==> src/hdl/rlog_pkg.sv <==
// Shared types, constants and codes for the redo log transaction tracker.
package rlog_pkg;

  localparam int LOG_ENTRIES = 30;
  localparam int OP_BLOCKS   = 10;
  localparam int ACTIVE_MAX  = 15;

  localparam int WORD_W    = 32;
  localparam int SIZE_W    = 10;
  localparam int CNT_W     = 5;
  localparam int ACT_W     = 4;
  localparam int SUM_W     = 10;
  localparam int CFG_IDX_W = 1;

  typedef enum logic [CFG_IDX_W-1:0] {
    CFG_LOG_START = 1'd0,
    CFG_LOG_SIZE  = 1'd1
  } cfg_idx_e;

  typedef enum logic [1:0] {
    OP_BEGIN = 2'd0,
    OP_END   = 2'd1,
    OP_WRITE = 2'd2,
    OP_NONE  = 2'd3
  } op_e;

  typedef enum logic [2:0] {
    KIND_GRANTED = 3'd0,
    KIND_WAIT    = 3'd1,
    KIND_DONE    = 3'd2,
    KIND_COPY    = 3'd3,
    KIND_HEADER  = 3'd4,
    KIND_DIRECT  = 3'd5,
    KIND_ERROR   = 3'd6
  } kind_e;

  typedef enum logic [1:0] {
    ERR_NONE    = 2'd0,
    ERR_TOO_BIG = 2'd1,
    ERR_OUTSIDE = 2'd2
  } err_e;

  typedef struct packed {
    op_e                operation;
    logic [WORD_W-1:0]  block_number;
  } in_item_t;

  typedef struct packed {
    kind_e              kind;
    err_e               error_code;
    logic [WORD_W-1:0]  source_block;
    logic [WORD_W-1:0]  dest_block;
    logic [CNT_W-1:0]   header_count;
    logic [CNT_W-1:0]   slot_index;
    logic               absorbed;
    logic               pin_buffer;
    logic               last;
  } out_item_t;

  // Result selector from the controller to the datapath
  typedef enum logic [3:0] {
    RES_GRANTED,
    RES_WAIT,
    RES_DONE,
    RES_ERR_BIG,
    RES_ERR_OUT,
    RES_DIRECT,
    RES_LOGGED,
    RES_COPY_OUT,
    RES_HDR_FULL,
    RES_COPY_BACK,
    RES_HDR_CLEAR
  } res_e;

  typedef enum logic [2:0] {
    ST_IDLE,
    ST_DECIDE,
    ST_SEARCH,
    ST_COPY_OUT,
    ST_HDR_FULL,
    ST_COPY_BACK,
    ST_HDR_CLEAR
  } state_e;

  typedef struct packed {
    logic load_item;
    logic clr_idx;
    logic inc_idx;
    logic act_inc;
    logic act_dec;
    logic tbl_write;
    logic cnt_inc;
    logic cnt_clr;
    logic out_load;
    res_e out_sel;
  } rlog_cmd_t;

  typedef struct packed {
    op_e  op;
    logic log_off;
    logic begin_blocked;
    logic active_zero;
    logic active_last;
    logic table_full;
    logic count_zero;
    logic at_count;
    logic hit;
    logic idx_last;
    logic out_free;
  } rlog_status_t;

endpackage

==> src/hdl/rlog_ctrl.sv <==
// Sequencing state machine for the redo log tracker.
module rlog_ctrl (
  input  logic                  clk_i,
  input  logic                  rst_ni,
  input  logic                  in_valid_i,
  output logic                  in_stall_o,
  input  rlog_pkg::rlog_status_t status_i,
  output rlog_pkg::rlog_cmd_t    cmd_o
);
  import rlog_pkg::*;

  state_e state_q, state_d;

  always_ff @(posedge clk_i or negedge rst_ni) begin
    if (!rst_ni) begin
      state_q <= ST_IDLE;
    end else begin
      state_q <= state_d;
    end
  end

  assign in_stall_o = (state_q != ST_IDLE);

  // Next state
  always_comb begin
    state_d = state_q;
    unique case (state_q)
      ST_IDLE: begin
        if (in_valid_i) state_d = ST_DECIDE;
      end
      ST_DECIDE: begin
        if (status_i.op == OP_NONE) begin
          state_d = ST_IDLE;
        end else if (status_i.out_free) begin
          if (status_i.op == OP_END && !status_i.log_off && !status_i.active_zero &&
              status_i.active_last && !status_i.count_zero) begin
            state_d = ST_COPY_OUT;
          end else if (status_i.op == OP_WRITE && !status_i.log_off &&
                       !status_i.table_full && !status_i.active_zero) begin
            state_d = ST_SEARCH;
          end else begin
            state_d = ST_IDLE;
          end
        end
      end
      ST_SEARCH: begin
        if (status_i.out_free && (status_i.at_count || status_i.hit)) state_d = ST_IDLE;
      end
      ST_COPY_OUT: begin
        if (status_i.out_free && status_i.idx_last) state_d = ST_HDR_FULL;
      end
      ST_HDR_FULL: begin
        if (status_i.out_free) state_d = ST_COPY_BACK;
      end
      ST_COPY_BACK: begin
        if (status_i.out_free && status_i.idx_last) state_d = ST_HDR_CLEAR;
      end
      ST_HDR_CLEAR: begin
        if (status_i.out_free) state_d = ST_IDLE;
      end
      default: state_d = ST_IDLE;
    endcase
  end

  // Commands
  always_comb begin
    cmd_o         = '0;
    cmd_o.out_sel = RES_GRANTED;
    unique case (state_q)
      ST_IDLE: begin
        if (in_valid_i) begin
          cmd_o.load_item = 1'b1;
          cmd_o.clr_idx   = 1'b1;
        end
      end
      ST_DECIDE: begin
        if (status_i.out_free) begin
          unique case (status_i.op)
            OP_BEGIN: begin
              cmd_o.out_load = 1'b1;
              if (status_i.log_off) begin
                cmd_o.out_sel = RES_GRANTED;
              end else if (status_i.begin_blocked) begin
                cmd_o.out_sel = RES_WAIT;
              end else begin
                cmd_o.act_inc = 1'b1;
                cmd_o.out_sel = RES_GRANTED;
              end
            end
            OP_END: begin
              if (status_i.log_off) begin
                cmd_o.out_load = 1'b1;
                cmd_o.out_sel  = RES_DONE;
              end else if (status_i.active_zero) begin
                cmd_o.out_load = 1'b1;
                cmd_o.out_sel  = RES_ERR_OUT;
              end else begin
                cmd_o.act_dec = 1'b1;
                // Final end with logged blocks starts the commit sequence
                if (!(status_i.active_last && !status_i.count_zero)) begin
                  cmd_o.out_load = 1'b1;
                  cmd_o.out_sel  = RES_DONE;
                end
              end
            end
            OP_WRITE: begin
              if (status_i.log_off) begin
                cmd_o.out_load = 1'b1;
                cmd_o.out_sel  = RES_DIRECT;
              end else if (status_i.table_full) begin
                cmd_o.out_load = 1'b1;
                cmd_o.out_sel  = RES_ERR_BIG;
              end else if (status_i.active_zero) begin
                cmd_o.out_load = 1'b1;
                cmd_o.out_sel  = RES_ERR_OUT;
              end
            end
            OP_NONE: begin
            end
            default: begin
            end
          endcase
        end
      end
      ST_SEARCH: begin
        if (status_i.at_count) begin
          if (status_i.out_free) begin
            cmd_o.tbl_write = 1'b1;
            cmd_o.cnt_inc   = 1'b1;
            cmd_o.out_load  = 1'b1;
            cmd_o.out_sel   = RES_LOGGED;
          end
        end else if (status_i.hit) begin
          if (status_i.out_free) begin
            cmd_o.out_load = 1'b1;
            cmd_o.out_sel  = RES_LOGGED;
          end
        end else begin
          cmd_o.inc_idx = 1'b1;
        end
      end
      ST_COPY_OUT: begin
        if (status_i.out_free) begin
          cmd_o.out_load = 1'b1;
          cmd_o.out_sel  = RES_COPY_OUT;
          cmd_o.inc_idx  = !status_i.idx_last;
          cmd_o.clr_idx  = status_i.idx_last;
        end
      end
      ST_HDR_FULL: begin
        if (status_i.out_free) begin
          cmd_o.out_load = 1'b1;
          cmd_o.out_sel  = RES_HDR_FULL;
        end
      end
      ST_COPY_BACK: begin
        if (status_i.out_free) begin
          cmd_o.out_load = 1'b1;
          cmd_o.out_sel  = RES_COPY_BACK;
          cmd_o.inc_idx  = !status_i.idx_last;
          cmd_o.clr_idx  = status_i.idx_last;
        end
      end
      ST_HDR_CLEAR: begin
        if (status_i.out_free) begin
          cmd_o.out_load = 1'b1;
          cmd_o.out_sel  = RES_HDR_CLEAR;
          cmd_o.cnt_clr  = 1'b1;
        end
      end
      default: begin
      end
    endcase
  end

endmodule

==> src/hdl/rlog_dp.sv <==
// Datapath: config registers, block table, counters and result register.
module rlog_dp (
  input  logic                                 clk_i,
  input  logic                                 rst_ni,
  input  logic                                 cfg_we_i,
  input  logic [rlog_pkg::CFG_IDX_W-1:0]       cfg_index_i,
  input  logic [rlog_pkg::WORD_W-1:0]          cfg_data_i,
  input  rlog_pkg::in_item_t                   in_data_i,
  output logic                                 out_valid_o,
  input  logic                                 out_stall_i,
  output rlog_pkg::out_item_t                  out_data_o,
  input  rlog_pkg::rlog_cmd_t                  cmd_i,
  output rlog_pkg::rlog_status_t               status_o
);
  import rlog_pkg::*;

  logic [WORD_W-1:0] log_start_q;
  logic [SIZE_W-1:0] log_size_q;
  op_e               op_q;
  logic [WORD_W-1:0] blk_q;
  logic [WORD_W-1:0] table_q [LOG_ENTRIES];
  logic [CNT_W-1:0]  count_q;
  logic [ACT_W-1:0]  active_q;
  logic [CNT_W-1:0]  idx_q;
  logic              out_valid_q;
  out_item_t         out_q, out_d;

  logic [WORD_W-1:0] tbl_rd;
  logic [WORD_W-1:0] log_addr;
  logic [SUM_W-1:0]  need_space;
  logic              out_free;

  always_ff @(posedge clk_i or negedge rst_ni) begin
    if (!rst_ni) begin
      log_start_q <= '0;
      log_size_q  <= '0;
    end else if (cfg_we_i) begin
      unique case (cfg_idx_e'(cfg_index_i))
        CFG_LOG_START: log_start_q <= cfg_data_i;
        CFG_LOG_SIZE:  log_size_q  <= cfg_data_i[SIZE_W-1:0];
        default: begin
        end
      endcase
    end
  end

  always_ff @(posedge clk_i) begin
    if (cmd_i.load_item) begin
      op_q  <= in_data_i.operation;
      blk_q <= in_data_i.block_number;
    end
    if (cmd_i.tbl_write) table_q[idx_q] <= blk_q;
  end

  always_ff @(posedge clk_i or negedge rst_ni) begin
    if (!rst_ni) begin
      count_q  <= '0;
      active_q <= '0;
      idx_q    <= '0;
    end else begin
      if (cmd_i.cnt_clr) begin
        count_q <= '0;
      end else if (cmd_i.cnt_inc) begin
        count_q <= count_q + CNT_W'(1);
      end
      if (cmd_i.act_inc) begin
        active_q <= active_q + ACT_W'(1);
      end else if (cmd_i.act_dec) begin
        active_q <= active_q - ACT_W'(1);
      end
      if (cmd_i.clr_idx) begin
        idx_q <= '0;
      end else if (cmd_i.inc_idx) begin
        idx_q <= idx_q + CNT_W'(1);
      end
    end
  end

  // Index can equal the entry count at the end of a search; the read value is unused then
  assign tbl_rd     = table_q[idx_q];
  assign log_addr   = log_start_q + WORD_W'(1) + WORD_W'(idx_q);
  assign need_space = SUM_W'(count_q) +
                      SUM_W'({1'b0, active_q} + (ACT_W + 1)'(1)) * SUM_W'(OP_BLOCKS);
  assign out_free   = !out_valid_q || !out_stall_i;

  always_comb begin
    status_o.op            = op_q;
    status_o.log_off       = (log_size_q == '0);
    status_o.begin_blocked = (active_q >= ACT_W'(ACTIVE_MAX)) ||
                             (need_space > SUM_W'(LOG_ENTRIES));
    status_o.active_zero   = (active_q == '0);
    status_o.active_last   = (active_q == ACT_W'(1));
    status_o.table_full    = (count_q >= CNT_W'(LOG_ENTRIES)) ||
                             (SIZE_W'(count_q) >= log_size_q - SIZE_W'(1));
    status_o.count_zero    = (count_q == '0);
    status_o.at_count      = (idx_q == count_q);
    status_o.hit           = (idx_q != count_q) && (tbl_rd == blk_q);
    status_o.idx_last      = (idx_q == count_q - CNT_W'(1));
    status_o.out_free      = out_free;
  end

  always_comb begin
    out_d            = '0;
    out_d.kind       = KIND_DONE;
    out_d.error_code = ERR_NONE;
    out_d.last       = 1'b1;
    unique case (cmd_i.out_sel)
      RES_GRANTED: out_d.kind = KIND_GRANTED;
      RES_WAIT:    out_d.kind = KIND_WAIT;
      RES_DONE:    out_d.kind = KIND_DONE;
      RES_ERR_BIG: begin
        out_d.kind       = KIND_ERROR;
        out_d.error_code = ERR_TOO_BIG;
      end
      RES_ERR_OUT: begin
        out_d.kind       = KIND_ERROR;
        out_d.error_code = ERR_OUTSIDE;
      end
      RES_DIRECT: begin
        out_d.kind       = KIND_DIRECT;
        out_d.dest_block = blk_q;
      end
      RES_LOGGED: begin
        out_d.kind       = KIND_DONE;
        out_d.slot_index = idx_q;
        out_d.absorbed   = (idx_q != count_q);
        out_d.pin_buffer = 1'b1;
      end
      RES_COPY_OUT: begin
        out_d.kind         = KIND_COPY;
        out_d.source_block = tbl_rd;
        out_d.dest_block   = log_addr;
        out_d.last         = 1'b0;
      end
      RES_HDR_FULL: begin
        out_d.kind         = KIND_HEADER;
        out_d.dest_block   = log_start_q;
        out_d.header_count = count_q;
        out_d.last         = 1'b0;
      end
      RES_COPY_BACK: begin
        out_d.kind         = KIND_COPY;
        out_d.source_block = log_addr;
        out_d.dest_block   = tbl_rd;
        out_d.last         = 1'b0;
      end
      RES_HDR_CLEAR: begin
        out_d.kind       = KIND_HEADER;
        out_d.dest_block = log_start_q;
      end
      default: begin
      end
    endcase
  end

  always_ff @(posedge clk_i or negedge rst_ni) begin
    if (!rst_ni) begin
      out_valid_q <= 1'b0;
    end else if (cmd_i.out_load) begin
      out_valid_q <= 1'b1;
    end else if (!out_stall_i) begin
      out_valid_q <= 1'b0;
    end
  end

  always_ff @(posedge clk_i) begin
    if (cmd_i.out_load) out_q <= out_d;
  end

  assign out_valid_o = out_valid_q;
  assign out_data_o  = out_q;

endmodule

==> src/hdl/redo_log_transaction_tracker.sv <==
// Top level of the redo log transaction tracker.
// One request is worked at a time: the idle state takes the transfer and the decide state
// decides. Begin, end without commit, errors and direct writes then give their single
// result. A logged write walks the block table one entry per cycle. A commit emits one
// command per cycle through the single output register while the output side does not
// stall: it copies each entry out, writes the full header, copies each entry back and
// clears the header. A stall on the output side while a result is waiting holds the
// sequence. The next request is taken while the last result of the previous one still waits.
module redo_log_transaction_tracker (
  input  logic                           clk_i,
  input  logic                           rst_ni,
  input  logic                           cfg_we_i,
  input  logic [rlog_pkg::CFG_IDX_W-1:0] cfg_index_i,
  input  logic [rlog_pkg::WORD_W-1:0]    cfg_data_i,
  input  logic                           in_valid_i,
  output logic                           in_stall_o,
  input  rlog_pkg::in_item_t             in_data_i,
  output logic                           out_valid_o,
  input  logic                           out_stall_i,
  output rlog_pkg::out_item_t            out_data_o
);
  import rlog_pkg::*;

  rlog_cmd_t    cmd;
  rlog_status_t status;

  rlog_ctrl u_ctrl (
    .clk_i      (clk_i),
    .rst_ni     (rst_ni),
    .in_valid_i (in_valid_i),
    .in_stall_o (in_stall_o),
    .status_i   (status),
    .cmd_o      (cmd)
  );

  rlog_dp u_dp (
    .clk_i       (clk_i),
    .rst_ni      (rst_ni),
    .cfg_we_i    (cfg_we_i),
    .cfg_index_i (cfg_index_i),
    .cfg_data_i  (cfg_data_i),
    .in_data_i   (in_data_i),
    .out_valid_o (out_valid_o),
    .out_stall_i (out_stall_i),
    .out_data_o  (out_data_o),
    .cmd_i       (cmd),
    .status_o    (status)
  );

endmodule
==> config.mk <==
export PLATFORM = sky130hd
export DESIGN_NAME = redo_log_transaction_tracker
export DESIGN_NICKNAME = d
export VERILOG_FILES = /design/src/hdl/rlog_pkg.sv /design/src/hdl/rlog_ctrl.sv /design/src/hdl/rlog_dp.sv /design/src/hdl/redo_log_transaction_tracker.sv
export SDC_FILE = /design/constraint.sdc
export NUM_CORES = 1
export LEC_CHECK = 0
export BUFFER_PORTS_ARGS = -buffer_cell sky130_fd_sc_hd__buf_2
export CAP_MARGIN = 30
export CORE_MARGIN = 2
export CORE_UTILIZATION = 35
export CTS_BUF_LIST = sky130_fd_sc_hd__clkbuf_4
export CTS_CLUSTER_SIZE = 30
export DETAILED_ROUTE_END_ITERATION = 8
export SLEW_MARGIN = 40
export SYNTH_ARGS = -nofsm -noshare
export SYNTH_HDL_FRONTEND = slang
export SYNTH_SLANG_ARGS = --single-unit
export TNS_END_PERCENT = 100
==> constraint.sdc <==
create_clock -name clk_i -period 6.5 [get_ports clk_i]
set_clock_uncertainty 0.1 [all_clocks]
set_input_delay 1.3 -clock clk_i [delete_from_list [all_inputs] [get_ports clk_i]]
set_output_delay 1.3 -clock clk_i [all_outputs]
set_load 0.005 [all_outputs]
==> impl_metrics.csv <==
group,metric,value,unit
detailed_routing,drtIter0Drc,3447,
critical_path,reg2regPathDepth,14,
timing,post-route-min-period,5.93,ns
timing,period_share,91.2,%
yosys,synthTopCellsByCount,"edfxtp_1, mux2i_1, o22ai_1",
yosys,synth_nets,2913,
critical_path,worstPathRequired,7.19,ns
clock_network,post_cts_buffers,0,
yosys,yosysTopAreaCellShare,69.9,%
clock_network,clk_path_buf_depth,4,
yosys,synth_ff_type,"edfxtp_1",
grt,gr-total-overflow,0,
clock_network,cts.sinks,1136,
yosys,syn-cell-area,0.0462,mm^2
critical_path,crit_start,"u_dp.idx_q[0]$_DFFE_PN0P_",
clock_network,cts_resized,0,
job,drv_cap,0,
clock_network,clk_pin_slew_worst_paths,0.07,ns
yosys,async_reset_ff_share,5.28,%
detailed_routing,dr.pass1.iters,5,
yosys,yosys-top-cells-area,"edfxtp_1, mux2i_1, dfrtp_1, o22ai_1, mux4_2",
critical_path,worstSetupEndpointType,"flop",
critical_path,r2r-end,"u_dp.out_data_o[78]$_DFFE_PP_",
detailed_routing,via_count,28800,
clock_network,cts_buffers,317,
die,ios,156,
clock_network,cts_hold_buffers,0,
grt,track_usage,21.0,%
die,initial_core_util,35.2,%
grt,grt_pass1_vias,28000,
final_layout,fin_nets,3391,
die,dieArea,0.135,mm^2
pwr,max-vdd-ir-drop,0.000201,V
grt,grt_pass1_wl,204,mm
yosys,synth_edf_count,1076,
detailed_routing,routed_wl,144,mm
detailed_routing,via_per_inst,5.49,
clock_network,htreeDepth,5,
pwr,p_leak,18.7,nW
timing,slew_headroom,38.0,%
critical_path,path_buf_inv,4,
critical_path,r2r_slack,0.57,ns
detailed_routing,ant_nets,0,
yosys,synth_area_leader_cell,"edfxtp_1",
critical_path,start_kind,"flop",
critical_path,cp_slowest_cell,"dfrtp_4",
critical_path,cp_max_fo,32,
timing,worst_pin_slew,0.921,ns
die,die_y,367,um
yosys,synth.distinct_cells,71,
timing,finalSetupTns,0,ns
final_layout,area.growth.synth_to_final,16.8,%
place,gp_congestion,0.898,
critical_path,reg2reg_from,"u_dp.idx_q[0]$_DFFE_PN0P_",
final_layout,n_fill_cell,12000,
detailed_routing,wl_per_cell,27.5,um
detailed_routing,drc_errors,0,
pwr,finalPower,21.6,mW
die,std_cell_rows,133,
clock_network,ctsRootBufferMaster,"clkbuf_4",
hold_path,hold_class,"in2async",
critical_path,worstPathCellList,"buf_12 > buf_12 > buf_4 > mux2i_1 > o22ai_1 > nor4_1 > and3_1 > xor2_1 > nand4_1 > nor3_1 > a21oi_1 > or4_1 > nand3_4 > buf_4",
timing,setup-violations-final,0,
critical_path,critPathMaxStageDelay,0.65,ns
pwr,power-per-cell-area,400,mW/mm^2
timing,clock.fmax,169,MHz
clock_network,clock_latency,1.19,ns
clock_network,cts_tree,"yes",
yosys,synth_most_common_cell,"edfxtp_1",
critical_path,crit_arrival,6.62,ns
timing,hold_viol,0,
timing,slew_violations,0,
die,die_w,367,um
die,core_area,0.131,mm^2
yosys,synth-seq-area-share,73.1,%
yosys,synth-seq-cells,1136,
yosys,synth_warnings,0,
critical_path,critical_path.top_delay_family,"simple AND/OR/NAND/NOR gates",
yosys,syn_inst,2806,
timing,rsz0062_at_grt,"no",
yosys,syn_area_per_cell,16.5,um^2
place,hpwl,90.4,mm
grt,grt_antenna_before_repair,12,
final_layout,drive_gt1_share,26.3,%
grt,grt_max_degree,61,
place,numPortBuffers,155,
run_status,status,"completed",
critical_path,path_class,"reg2reg",
cells in the final DEF, fill, tap and decap left out, types with 21 or more instances in the layout:
cell type and instances:
a21oi_1 37, xor2_1 21, mux2i_1 422, mux4_2 32, inv_1 25, ha_1 32, buf_2 155, nor3_1 29
buf_4 138, clkbuf_4 444, nand3_1 26, o22ai_1 203, nor2_1 86, nor4_1 58, o21ai_0 67, a22oi_1 21
edfxtp_1 1076, clkinv_1 39, nand2_1 113, and3_1 24, dfrtp_1 58, nor2_4 31, mux2_2 38, xnor2_1 51
cell families (layout without fill, tap and decap cells):
family / after synthesis / count (layout) / share of synthesized area, %
compound gates: 423 / 423 / 5.88
xor+xnor: 72 / 72 / 1.36
fa+ha+maj: 35 / 35 / 0.996
buf+inv: 177 / 841 / 1.81
flops: 1136 / 1136 / 73.1
mux: 492 / 492 / 11.6
other cells: 0 / 13 / 0
simple gates: 471 / 471 / 5.17
stage by stage:
stage                     util [%]  setup slack, ns  area [um^2]  cells  hold slack (ns)
final                         41.1            0.572        54000   5238            0.156
after global routing          41.1            0.372        54000   5234            0.110
after CTS                     41.1            0.608        53900   5225           0.0852
after detailed placement      38.2            0.734        50200   4720            0.390
after global placement        38.1            0.714        50000   4714            0.383
after floorplan                  -            0.713        46200   2806            0.371
flip-flops by register name, indices dropped and copies added, names as in the netlist, 2 cells and up:
register,cells
u_ctrl.state_q,3
u_dp.active_q,4
u_dp.blk_q,32
u_dp.count_q,5
u_dp.idx_q,5
u_dp.log_size_q,10
u_dp.log_start_q,32
u_dp.op_q,2
u_dp.out_data_o,82
u_dp.table_q,960
worst max path at each step:
stage / depth (start not counted) / endpoint / slack (ns)
6_report: 14 / u_dp.out_data_o[78]$_DFFE_PP_ / 0.57
5_1_grt: 14 / u_dp.out_data_o[1]$_DFFE_PP_ / 0.37
4_1_cts: 14 / u_dp.out_data_o[79]$_DFFE_PP_ / 0.61
3_5_place_dp: 14 / u_dp.out_data_o[11]$_SDFFCE_PN0P_ / 0.73
3_3_place_gp: 14 / u_dp.out_data_o[7]$_SDFFCE_PN0P_ / 0.71
2_1_floorplan: 16 / u_dp.out_data_o[0]$_DFFE_PP_ / 0.71
worst register-to-register path, cell delays in order, from the launching register on:
cell	delay, ns
dfrtp_4	0.65
buf_12	0.32
buf_12	0.32
buf_4	0.28
mux2i_1	0.21
o22ai_1	0.11
nor4_1	0.48
and3_1	0.50
xor2_1	0.18
nand4_1	0.34
nor3_1	0.65
a21oi_1	0.15
or4_1	0.57
nand3_4	0.30
buf_4	0.35
final cells by class:
| type | instances | area (um^2) | share of cell area [%] |
|---|---|---|---|
| Sequential cell | 1136 | 33800 | 62.7 |
| Multi-Input combinational cell | 1493 | 11900 | 22.1 |
| Clock buffer | 444 | 3330 | 6.18 |
| Tap cell | 1755 | 2200 | 4.07 |
| Timing Repair Buffer | 310 | 2180 | 4.04 |
| Clock inverter | 61 | 398 | 0.737 |
| Inverter | 26 | 98.8 | 0.183 |
| Antenna cell | 13 | 32.5 | 0.0603 |
per-layer routing:
metal  vias up  wire length (um)  global-route usage (%)
li1      12300                 -                       -
met1     14500             59500                    28.8
met2      1666             66000                    32.3
met3       295             14300                    5.35
met4        10              3990                    7.32
met5         -                72                       0
where the power goes:
group / switching, mW / internal (mW) / total [mW]
Sequential: 0.417 / 8.86 / 9.28
Clock: 2.87 / 3.35 / 6.22
Combinational: 3.90 / 2.19 / 6.10
Total: 7.19 / 14.4 / 21.6
(Power assumes the default switching activity.)
